File: config.mk
export PLATFORM = sky130hd
export DESIGN_NAME = accel_autorange_lowpass
export DESIGN_NICKNAME = d
export VERILOG_FILES = /design/src/rtl/core/acr_pkg.sv /design/src/rtl/core/acr_cfg.sv /design/src/rtl/core/acr_mul.sv /design/src/rtl/core/acr_fit.sv /design/src/rtl/core/accel_autorange_lowpass.sv
export SDC_FILE = /design/constraint.sdc
export NUM_CORES = 2
export LEC_CHECK = 0
export BUFFER_PORTS_ARGS = -buffer_cell sky130_fd_sc_hd__buf_2
export CORE_MARGIN = 8
export CORE_UTILIZATION = 35
export DETAILED_ROUTE_END_ITERATION = 10
export PLACE_DENSITY_LB_ADDON = 0.1
export SLEW_MARGIN = 20
export SYNTH_ARGS = -nofsm -noshare
export SYNTH_HDL_FRONTEND = slang
export SYNTH_SLANG_ARGS = --single-unit
File: constraint.sdc
create_clock -name i_clk -period 10.85 [get_ports i_clk]
set_clock_uncertainty 0.15 [all_clocks]
set_input_delay 2.17 -clock i_clk [delete_from_list [all_inputs] [get_ports i_clk]]
set_output_delay 2.17 -clock i_clk [all_outputs]
set_load 0.02 [all_outputs]
File: src/rtl/core/acr_pkg.sv
// Shared types, register indexes, gain table and range limits for the
// auto-ranging accelerometer low-pass block. No dependencies.
`timescale 1ns / 1ps

package acr_pkg;

    // Field widths
    localparam int RAW_W   = 16;
    localparam int SH_W    = 12;   // raw word after the precision shift
    localparam int GAIN_W  = 14;
    localparam int OFF_W   = 21;
    localparam int ALPHA_W = 16;
    localparam int FILT_W  = 24;
    localparam int MUL_A_W = 18;
    localparam int MUL_B_W = 29;
    localparam int PROD_W  = MUL_A_W + MUL_B_W;
    localparam int SUM_W   = PROD_W + 1;

    // Configuration register indexes
    localparam int CFG_IDX_W = 3;
    localparam logic [CFG_IDX_W-1:0] REG_PRECISION = 3'd0;
    localparam logic [CFG_IDX_W-1:0] REG_ALPHA     = 3'd1;
    localparam logic [CFG_IDX_W-1:0] REG_OFF_X     = 3'd2;
    localparam logic [CFG_IDX_W-1:0] REG_OFF_Y     = 3'd3;
    localparam logic [CFG_IDX_W-1:0] REG_OFF_Z     = 3'd4;

    // Precision modes
    localparam logic [1:0] PM_8BIT  = 2'd0;
    localparam logic [1:0] PM_10BIT = 2'd1;

    // Full-scale codes
    localparam logic [1:0] FS_2G  = 2'd0;
    localparam logic [1:0] FS_4G  = 2'd1;
    localparam logic [1:0] FS_8G  = 2'd2;
    localparam logic [1:0] FS_16G = 2'd3;

    // Range windows: 1.9 g, 3.9 g, 7.9 g in Q.16
    localparam logic signed [FILT_W-1:0] LIM_2G = 24'sd124518;
    localparam logic signed [FILT_W-1:0] LIM_4G = 24'sd255590;
    localparam logic signed [FILT_W-1:0] LIM_8G = 24'sd517734;

    localparam logic signed [FILT_W-1:0] SAT_MAX = 24'sh7FFFFF;
    localparam logic signed [FILT_W-1:0] SAT_MIN = 24'sh800000;

    // Reset values
    localparam logic [1:0]         PM_RESET    = 2'd2;
    localparam logic [ALPHA_W-1:0] ALPHA_RESET = 16'd52429;

    typedef struct packed {
        logic signed [RAW_W-1:0] raw_x;
        logic signed [RAW_W-1:0] raw_y;
        logic signed [RAW_W-1:0] raw_z;
    } t_in;

    typedef struct packed {
        logic signed [FILT_W-1:0] filt_x;
        logic signed [FILT_W-1:0] filt_y;
        logic signed [FILT_W-1:0] filt_z;
        logic [1:0]               range_code;
        logic                     range_changed;
    } t_out;

    typedef struct packed {
        logic [1:0]              precision_mode;
        logic [ALPHA_W-1:0]      filter_alpha;
        logic signed [OFF_W-1:0] offset_x;
        logic signed [OFF_W-1:0] offset_y;
        logic signed [OFF_W-1:0] offset_z;
    } t_cfg;

    // Q0.16 gain per precision and full scale; mode three acts as 12-bit
    function automatic logic [GAIN_W-1:0] gain_of(input logic [1:0] pm,
                                                  input logic [1:0] fs);
        logic [GAIN_W-1:0] g;
        case (pm)
            PM_8BIT: begin
                case (fs)
                    FS_2G:   g = 14'd1024;
                    FS_4G:   g = 14'd2049;
                    FS_8G:   g = 14'd4097;
                    default: g = 14'd12293;
                endcase
            end
            PM_10BIT: begin
                case (fs)
                    FS_2G:   g = 14'd256;
                    FS_4G:   g = 14'd512;
                    FS_8G:   g = 14'd1024;
                    default: g = 14'd3074;
                endcase
            end
            default: begin
                case (fs)
                    FS_2G:   g = 14'd64;
                    FS_4G:   g = 14'd128;
                    FS_8G:   g = 14'd256;
                    default: g = 14'd768;
                endcase
            end
        endcase
        return g;
    endfunction

endpackage

File: src/rtl/core/acr_cfg.sv
// Configuration register file: precision, filter weight, axis offsets.
// Depends on acr_pkg.
`timescale 1ns / 1ps

module acr_cfg (
    input  logic                           i_clk,
    input  logic                           i_rst_n,
    input  logic                           i_wr_en,
    input  logic [acr_pkg::CFG_IDX_W-1:0]  i_index,
    input  logic [acr_pkg::OFF_W-1:0]      i_data,
    output acr_pkg::t_cfg                  o_cfg
);
    import acr_pkg::*;

    t_cfg r_cfg;

    // Register writes; unknown indexes are dropped
    always_ff @(posedge i_clk) begin
        if (!i_rst_n) begin
            r_cfg.precision_mode <= PM_RESET;
            r_cfg.filter_alpha   <= ALPHA_RESET;
            r_cfg.offset_x       <= '0;
            r_cfg.offset_y       <= '0;
            r_cfg.offset_z       <= '0;
        end else if (i_wr_en) begin
            case (i_index)
                REG_PRECISION: r_cfg.precision_mode <= i_data[1:0];
                REG_ALPHA:     r_cfg.filter_alpha   <= i_data[ALPHA_W-1:0];
                REG_OFF_X:     r_cfg.offset_x       <= i_data;
                REG_OFF_Y:     r_cfg.offset_y       <= i_data;
                REG_OFF_Z:     r_cfg.offset_z       <= i_data;
                default: ;
            endcase
        end
    end

    assign o_cfg = r_cfg;

endmodule

File: src/rtl/core/acr_mul.sv
// Shared signed multiplier with a registered product.
// Depends on acr_pkg.
`timescale 1ns / 1ps

module acr_mul (
    input  logic                                i_clk,
    input  logic                                i_en,
    input  logic signed [acr_pkg::MUL_A_W-1:0]  i_a,
    input  logic signed [acr_pkg::MUL_B_W-1:0]  i_b,
    output logic signed [acr_pkg::PROD_W-1:0]   o_prod
);
    import acr_pkg::*;

    logic signed [PROD_W-1:0] r_prod;

    // One product per enabled cycle
    always_ff @(posedge i_clk) begin
        if (i_en) begin
            r_prod <= i_a * i_b;
        end
    end

    assign o_prod = r_prod;

endmodule

File: src/rtl/core/acr_fit.sv
// Range window check for one filtered axis value.
// Depends on acr_pkg.
`timescale 1ns / 1ps

module acr_fit (
    input  logic signed [acr_pkg::FILT_W-1:0] i_val,
    output logic [2:0]                        o_fit
);
    import acr_pkg::*;

    // Bit k set when -T_k <= v <= T_k
    assign o_fit[0] = (i_val >= -LIM_2G) && (i_val <= LIM_2G);
    assign o_fit[1] = (i_val >= -LIM_4G) && (i_val <= LIM_4G);
    assign o_fit[2] = (i_val >= -LIM_8G) && (i_val <= LIM_8G);

endmodule

File: src/rtl/core/accel_autorange_lowpass.sv
// Top level of the auto-ranging accelerometer low-pass filter: sequencer and datapath.
// Depends on acr_pkg, acr_cfg, acr_mul, acr_fit.
`timescale 1ns / 1ps

// One sample beat in, one result beat out. Each axis is shifted to the
// selected precision, scaled by the gain for the current full scale, has its
// offset removed and is blended with its previous filtered value
// (alpha*old + (1-alpha)*new, rounded half up, saturated to Q7.16). Then the
// smallest full scale whose window (1.9/3.9/7.9 g) holds all three axes is
// selected; it sets the gain from the next sample on, and range_changed marks
// a switch. A single multiplier does all the products: four steps per axis,
// so a sample holds the block from acceptance through the accept step, 12 axis
// steps, the range step and the output step, which also waits while the
// previous result has not been taken. Input ready is low during that time. The
// config port always accepts; write it only while the block is idle.
module accel_autorange_lowpass (
    input  logic                           i_clk,
    input  logic                           i_rst_n,
    input  logic                           i_cfg_valid,
    output logic                           o_cfg_ready,
    input  logic [acr_pkg::CFG_IDX_W-1:0]  i_cfg_index,
    input  logic [acr_pkg::OFF_W-1:0]      i_cfg_data,
    input  logic                           i_in_valid,
    output logic                           o_in_ready,
    input  acr_pkg::t_in                   i_in_data,
    output logic                           o_out_valid,
    input  logic                           i_out_ready,
    output acr_pkg::t_out                  o_out_data
);
    import acr_pkg::*;

    localparam logic [2:0] ST_IDLE = 3'd0;
    localparam logic [2:0] ST_GAIN = 3'd1;
    localparam logic [2:0] ST_OLD  = 3'd2;
    localparam logic [2:0] ST_NEW  = 3'd3;
    localparam logic [2:0] ST_SUM  = 3'd4;
    localparam logic [2:0] ST_RNG  = 3'd5;
    localparam logic [2:0] ST_OUT  = 3'd6;

    localparam logic [1:0] AX_LAST = 2'd2;

    t_cfg w_cfg;

    logic [2:0]                r_state;
    logic [1:0]                r_axis;
    logic signed [RAW_W-1:0]   r_raw  [0:2];
    logic signed [FILT_W-1:0]  r_filt [0:2];
    logic [1:0]                r_fs;
    logic signed [MUL_B_W-1:0] r_smp;
    logic signed [PROD_W-1:0]  r_acc;
    logic [2:0]                r_fit;
    logic                      r_chk;
    logic [1:0]                r_chk_ax;
    logic                      r_out_valid;
    t_out                      r_out;

    logic                      w_in_acc;
    logic                      w_out_load;
    logic signed [RAW_W-1:0]   w_raw;
    logic signed [SH_W-1:0]    w_sh;
    logic [GAIN_W-1:0]         w_gain;
    logic signed [OFF_W-1:0]   w_off;
    logic signed [FILT_W-1:0]  w_old;
    logic                      w_mul_en;
    logic signed [MUL_A_W-1:0] w_mul_a;
    logic signed [MUL_B_W-1:0] w_mul_b;
    logic signed [PROD_W-1:0]  w_prod;
    logic signed [SUM_W-1:0]   w_sum;
    logic signed [31:0]        w_q;
    logic signed [FILT_W-1:0]  w_sat;
    logic [2:0]                w_fit;
    logic [1:0]                w_next;

    // Configuration registers
    acr_cfg u_cfg (
        .i_clk   (i_clk),
        .i_rst_n (i_rst_n),
        .i_wr_en (i_cfg_valid),
        .i_index (i_cfg_index),
        .i_data  (i_cfg_data),
        .o_cfg   (w_cfg)
    );

    assign o_cfg_ready = 1'b1;
    assign o_in_ready  = (r_state == ST_IDLE);
    assign w_in_acc    = i_in_valid && o_in_ready;
    assign w_out_load  = (r_state == ST_OUT) && (!r_out_valid || i_out_ready);

    // Precision shift of the current axis word (floor)
    assign w_raw = r_raw[r_axis];
    always_comb begin
        case (w_cfg.precision_mode)
            PM_8BIT:  w_sh = {{4{w_raw[15]}}, w_raw[15:8]};
            PM_10BIT: w_sh = {{2{w_raw[15]}}, w_raw[15:6]};
            default:  w_sh = w_raw[15:4];
        endcase
    end

    assign w_gain = gain_of(w_cfg.precision_mode, r_fs);
    assign w_old  = r_filt[r_axis];

    always_comb begin
        case (r_axis)
            2'd0:    w_off = w_cfg.offset_x;
            2'd1:    w_off = w_cfg.offset_y;
            default: w_off = w_cfg.offset_z;
        endcase
    end

    // Multiplier operand select per step
    always_comb begin
        w_mul_en = 1'b1;
        case (r_state)
            ST_GAIN: begin
                w_mul_a = {4'b0, w_gain};
                w_mul_b = {{(MUL_B_W-SH_W){w_sh[SH_W-1]}}, w_sh};
            end
            ST_OLD: begin
                w_mul_a = {2'b0, w_cfg.filter_alpha};
                w_mul_b = {{(MUL_B_W-FILT_W){w_old[FILT_W-1]}}, w_old};
            end
            ST_NEW: begin
                w_mul_a = 18'sd65536 - $signed({2'b0, w_cfg.filter_alpha});
                w_mul_b = r_smp;
            end
            default: begin
                w_mul_en = 1'b0;
                w_mul_a  = '0;
                w_mul_b  = '0;
            end
        endcase
    end

    acr_mul u_mul (
        .i_clk  (i_clk),
        .i_en   (w_mul_en),
        .i_a    (w_mul_a),
        .i_b    (w_mul_b),
        .o_prod (w_prod)
    );

    // Blend, round half up, floor shift, saturate
    assign w_sum = {r_acc[PROD_W-1], r_acc} + {w_prod[PROD_W-1], w_prod}
                 + 48'sd32768;
    assign w_q   = w_sum[SUM_W-1:16];
    always_comb begin
        if (w_q[31:23] == 9'h000 || w_q[31:23] == 9'h1FF) begin
            w_sat = w_q[FILT_W-1:0];
        end else if (w_q[31]) begin
            w_sat = SAT_MIN;
        end else begin
            w_sat = SAT_MAX;
        end
    end

    // Window check of the axis stored in the previous cycle
    acr_fit u_fit (
        .i_val (r_filt[r_chk_ax]),
        .o_fit (w_fit)
    );

    // Smallest range that holds all three axes
    always_comb begin
        if (r_fit[0]) begin
            w_next = FS_2G;
        end else if (r_fit[1]) begin
            w_next = FS_4G;
        end else if (r_fit[2]) begin
            w_next = FS_8G;
        end else begin
            w_next = FS_16G;
        end
    end

    // Sequencer and control state
    always_ff @(posedge i_clk) begin
        if (!i_rst_n) begin
            r_state     <= ST_IDLE;
            r_axis      <= '0;
            r_fs        <= FS_2G;
            r_fit       <= 3'b111;
            r_chk       <= 1'b0;
            r_chk_ax    <= '0;
            r_out_valid <= 1'b0;
            for (int i = 0; i < 3; i++) begin
                r_filt[i] <= '0;
            end
        end else begin
            if (r_chk) begin
                r_fit <= r_fit & w_fit;
                r_chk <= 1'b0;
            end
            if (r_out_valid && i_out_ready && !w_out_load) begin
                r_out_valid <= 1'b0;
            end
            case (r_state)
                ST_IDLE: begin
                    if (w_in_acc) begin
                        r_axis  <= '0;
                        r_fit   <= 3'b111;
                        r_state <= ST_GAIN;
                    end
                end
                ST_GAIN: r_state <= ST_OLD;
                ST_OLD:  r_state <= ST_NEW;
                ST_NEW:  r_state <= ST_SUM;
                ST_SUM: begin
                    r_filt[r_axis] <= w_sat;
                    r_chk          <= 1'b1;
                    r_chk_ax       <= r_axis;
                    if (r_axis == AX_LAST) begin
                        r_state <= ST_RNG;
                    end else begin
                        r_axis  <= r_axis + 2'd1;
                        r_state <= ST_GAIN;
                    end
                end
                ST_RNG:  r_state <= ST_OUT;
                ST_OUT: begin
                    if (w_out_load) begin
                        r_out_valid <= 1'b1;
                        r_fs        <= w_next;
                        r_state     <= ST_IDLE;
                    end
                end
                default: r_state <= ST_IDLE;
            endcase
        end
    end

    // Datapath registers
    always_ff @(posedge i_clk) begin
        if (w_in_acc) begin
            r_raw[0] <= i_in_data.raw_x;
            r_raw[1] <= i_in_data.raw_y;
            r_raw[2] <= i_in_data.raw_z;
        end
        if (r_state == ST_OLD) begin
            r_smp <= w_prod[MUL_B_W-1:0]
                   - {{(MUL_B_W-OFF_W){w_off[OFF_W-1]}}, w_off};
        end
        if (r_state == ST_NEW) begin
            r_acc <= w_prod;
        end
        if (w_out_load) begin
            r_out.filt_x        <= r_filt[0];
            r_out.filt_y        <= r_filt[1];
            r_out.filt_z        <= r_filt[2];
            r_out.range_code    <= w_next;
            r_out.range_changed <= (w_next != r_fs);
        end
    end

    assign o_out_valid = r_out_valid;
    assign o_out_data  = r_out;

`ifndef SYNTHESIS
    // A sample starts at the first axis with the gain step
    a_start: assert property (@(posedge i_clk) disable iff (!i_rst_n)
        w_in_acc |=> (r_state == ST_GAIN) && (r_axis == 2'd0))
        else $error("sample did not start at first axis");

    // The shown range is the one in force for the next sample
    a_range: assert property (@(posedge i_clk) disable iff (!i_rst_n)
        o_out_valid |-> (o_out_data.range_code == r_fs))
        else $error("shown range differs from range in force");

    // Window checks only follow an axis update
    a_chk: assert property (@(posedge i_clk) disable iff (!i_rst_n)
        r_chk |-> (r_state == ST_GAIN) || (r_state == ST_RNG))
        else $error("window check outside its slot");

    // Axis counter stays within three axes
    a_axis: assert property (@(posedge i_clk) disable iff (!i_rst_n)
        r_axis != 2'd3)
        else $error("axis counter out of range");
`endif

endmodule

==> impl_summary.md <==
Yosys
The predominant post-synthesis flop cell is edfxtp_1. The summed instance area of the synthesized netlist is slightly below 40,000 um^2. The number of instances in the synthesized netlist is between 3,000 and 4,000. The mean post-synth cell area is just under 10 um^2. Of all flip-flops after synthesis, the portion carrying an async set or reset was 0%. The count of synthesis-stage warnings from yosys is 0. The portion of the post-synthesis area used by sequential elements is between 30% and 40%. Yosys mapped the design onto 76 distinct sky130hd cell types. The biggest area contributor in the post-synthesis netlist is edfxtp_1. In this run, synthesis inferred between 300 and 400 flip-flops with an integrated enable. Synthesis produced a netlist with a net count of around 4,800. By area the synthesized netlist is led by edfxtp_1 25%, fa_1 24%, ha_1 7.5%, inv_1 5.9%, nand2_1 5.5%. The number of storage elements in the synthesis netlist is between 400 and 500.

The area share of the largest cell type after synthesis is between 20% and 30%.

Clocking
The quantity of hold-fixing buffers added after cts is 0. Counting along the longest clock path gives a buffer depth of 3. The number of sinks driven by the clock tree is between 400 and 500. The TritonCTS buffer count is 48. The clock tree synthesis step divided the H-tree into 2 levels. Post-CTS timing repair inserted 0 buffers for setup.

The clock tree from TritonCTS is built. The clock insertion delay at the later pin of the skew report is approximately 0.6 ns. Once the clock tree was built, the resizer swapped 0 gates to a different size.

The root buffer cell is clkbuf_16. After clock tree synthesis, the clock-pin slew on the worst setup and hold paths is approximately 0.060 ns.

STA
The final-report max-slew violation count is 0. Timing would allow up to between 0.1 and 0.15 GHz. The final hold violation count is 0.

Setup repair after global routing left no endpoint under its margin. The final period utilization is approximately nine tenths. Measured against its own limit, the worst slew margin works out to a little over a quarter.

The sum of negative setup slack is 0 ns. Final hold analysis gives a worst-case slack of 0.304 ns. After layout, the minimum clock period comes to between 9 and 10 ns.

Setup violations remaining at the end of the flow were counted as 0. The actual slew at the worst max-slew pin is about 1.1 ns.

Setup path
The sort of element at the end of the critical path is a flop. The minimum setup slack among reg-to-reg paths is between 1 and 1.5 ns. The highest-delay cell along the critical path is nor2_1. Grouping stages by cell kind, the critical path spends the most delay in adder cells. The number of gates on the worst path with buffers counted is 28. In this run the worst setup path terminates at u_mul.o_prod[46]$_DFFE_PN_. Along the worst path, the maximum fanout reaches 14.

The capturing point of the worst reg2reg path is u_mul.o_prod[46]$_DFFE_PN_. The kind of start point of the critical path is a flop. For the worst setup path, the data arrival time is 9.93 ns. On the worst path, the slowest cell contributes a delay of about 0.76 ns. The path type of the worst setup path is reg2reg. The critical path required time is about 11 ns.

The worst register-to-register path has a depth of 28. The critical path's most frequent cell is fa_1. The total buffers and inverters traversed by the critical path is 6.

Finish
At the end of the flow, the number of nets in the layout was a little under 5,000. The finished layout holds between 5,000 and 6,000 standard cells, fillers aside. The final standard cell utilization of the core is 39.1%.

Cells with a size suffix above 1 make up under 10% of the layout. The layout-stage area growth over the synthesis result is 10.6%.

Placement
Counting tap cells, the placed design contains a total of 5,497 instances. The estimated wirelength of the detail-placed design is around 95 mm. The final estimated routing congestion in global placement is between 0.8 and 0.9. Input and output buffers added on the ports amount to around 140.

Power
The worst-case IR drop observed on VDD is 0.103 mV. The leakage power summed over all cells is between 15 and 20 nW. Power spread over the standard cell area amounts to 121 nW/um^2. The design draws approximately 5.3 mW.

Routing
In the final routed layout, each cell accounts on average for approximately 22 um. In this run, the number of DRC markers left after iteration 0 of detailed routing was just under 2,000. The number of design rule violations left after detail routing is 0. The first-pass iteration count of the detailed router is 6. The number of vias per cell is 5.13. The number of vias in the routed layout is around 29,000. Once detail routing completed, the nets flagged for antenna violations numbered 0.

The final routed wirelength across all metal layers is about 120 mm.

Die
The vertical die dimension is around 350 um. The starting density of the core is around 35%. The count of standard-cell rows is 122.

The floorplan step defined a core boundary enclosing 111,000 um^2. The floorplan step set the die width to 351 um. around 160 I/O pins were placed. The floorplan step defined a die boundary enclosing around 120,000 um^2.

Global routing
The global router's overall resource usage is 20.0%. The number of antenna violations at the first check in global routing is 4. The first global-routing pass estimated 187 mm of wire. Entering global routing, the biggest net connects 93 pins. Summed over all layers, the global routing overflow is 0. The via count of the first global-routing pass is 29,301.

Worst hold path
The worst min-delay path class is reg2reg.

Outcome
The run finished with clean final reports.

Flow run
Max-cap violations in this run came to 0.
## how the worst min path moves through the flow
stage | startpoint | endpoint | slack (ns) | cells past startpoint
4_1_cts | r_fit[2]$_SDFF_PN1_ | r_fit[2]$_SDFF_PN1_ | 0.31 | 1
5_1_grt | u_mul.o_prod[35]$_DFFE_PN_ | r_acc[35]$_DFFE_PN_ | 0.31 | 0
3_5_place_dp | r_fit[2]$_SDFF_PN1_ | r_fit[2]$_SDFF_PN1_ | 0.29 | 1
6_report | r_fit[2]$_SDFF_PN1_ | r_fit[2]$_SDFF_PN1_ | 0.30 | 1
3_3_place_gp | r_fit[2]$_SDFF_PN1_ | r_fit[2]$_SDFF_PN1_ | 0.29 | 1
2_1_floorplan | r_fit[2]$_SDFF_PN1_ | r_fit[2]$_SDFF_PN1_ | 0.28 | 1
## cells in the final DEF (no fill, tap or decap), drive strengths merged, types with 11 or more instances in the layout
| cell | instances |
|---|---|
| nor2 | 347 |
| edfxtp | 330 |
| xor2 | 32 |
| o21ai | 109 |
| a21oi | 148 |
| mux4 | 47 |
| and3 | 35 |
| a22o | 25 |
| a31oi | 11 |
| buf | 234 |
| nor3 | 29 |
| clkinv | 23 |
| xnor2 | 80 |
| fa | 477 |
| dfxtp | 99 |
| nand2b | 25 |
| nand4 | 13 |
| o21a | 20 |
| nand2 | 570 |
| a211oi | 19 |
| o31ai | 13 |
| ha | 236 |
| o21bai | 12 |
| and2 | 26 |
| nor2b | 22 |
| mux2i | 42 |
| o22ai | 76 |
| o211ai | 20 |
| clkbuf | 60 |
| or2 | 11 |
| a21o | 48 |
| nand3 | 60 |
| a21boi | 81 |
| inv | 620 |
## registers in the layout, summed over array words and instances (netlist names), 3 cells and up, named ones only
signal / count
r_filt: 96
r_smp: 29
r_acc: 47
u_cfg.o_cfg: 81
o_out_data: 75
u_mul.o_prod: 47
r_fit: 3
r_raw: 36
r_state: 3
## where the power goes
group | internal [mW] | total (mW) | switching (mW)
Clock | 0.842 | 1.53 | 0.692
Combinational | 0.592 | 1.76 | 1.17
Sequential | 1.90 | 1.96 | 0.0593
Total | 3.34 | 5.26 | 1.92
## layout make-up
cell class / count / area [um^2]
well taps: 1488 / 1860
fillers: 11350 / 67500
multi-input cells: 2731 / 24300
repair buffers: 234 / 1450
inverters: 616 / 2310
diodes: 2 / 5.00
clock buffers: 60 / 1280
flip-flops and latches: 429 / 11900
clock inverters: 28 / 174
## metal layers
metal / vias to the layer above / part of all wire [%] / wire, um / global-route usage [%]
li1: 13256 / - / - / -
met1: 14560 / 45 / 55000 / 27.8
met2: 709 / 48 / 59400 / 33.7
met3: 119 / 5.1 / 6250 / 2.24
met4: 0 / 2.0 / 2500 / 4.14
met5: - / 0 / 0 / 0
## synth_stat cells, drive strengths merged, types with 5 or more instances
cell / n
inv: 616
nand2: 570
fa: 477
nor2: 347
edfxtp: 330
ha: 236
clkbuf: 154
a21oi: 148
o21ai: 109
dfxtp: 99
a21boi: 81
xnor2: 80
o22ai: 76
nand3: 60
a21o: 48
mux4: 47
mux2i: 42
buf: 37
and3: 35
xor2: 32
nor3: 29
and2: 26
a22o: 25
nand2b: 25
nor2b: 22
o211ai: 20
o21a: 20
a211oi: 19
nand4: 13
o31ai: 13
o21bai: 12
a31oi: 11
or2: 11
mux2: 9
nor4: 8
a311oi: 6
o41ai: 6
or3: 6
a211o: 5
a22oi: 5
o22a: 5
## logic make-up (layout without fill, tap and decap cells)
logic type | after synthesis | in the layout | synth area share, %
and+or+nand+nor | 1168 | 1168 | 12.6
DFF | 429 | 429 | 30.4
other | 1 | 3 | 0.00957
muxes | 98 | 98 | 4.03
xor gates and xnor gates | 112 | 112 | 2.52
AOI/OAI and AO/OA | 639 | 639 | 10.7
adders and majority gates | 713 | 713 | 31.9
buffers and inverters | 807 | 938 | 7.87
## through the flow
stage                     cell area, um^2  setup WS, ns
after floorplan                     39200          1.92
after global placement              41800          1.06
after detailed placement            41800          1.08
after CTS                           43300          1.03
after global routing                43300         0.491
final                               43300          1.10
## worst reg2reg max path: cells and delay by family (launching register included)
kind            cells  cell delay [ns]
compound gates      9             2.16
xor+xnor            1             0.09
fa+ha+maj           7             3.56
buf+inv             6             0.83
flops               1             0.74
mux                 2             1.00
simple gates        3             0.98
(Power assumes the default switching activity.)
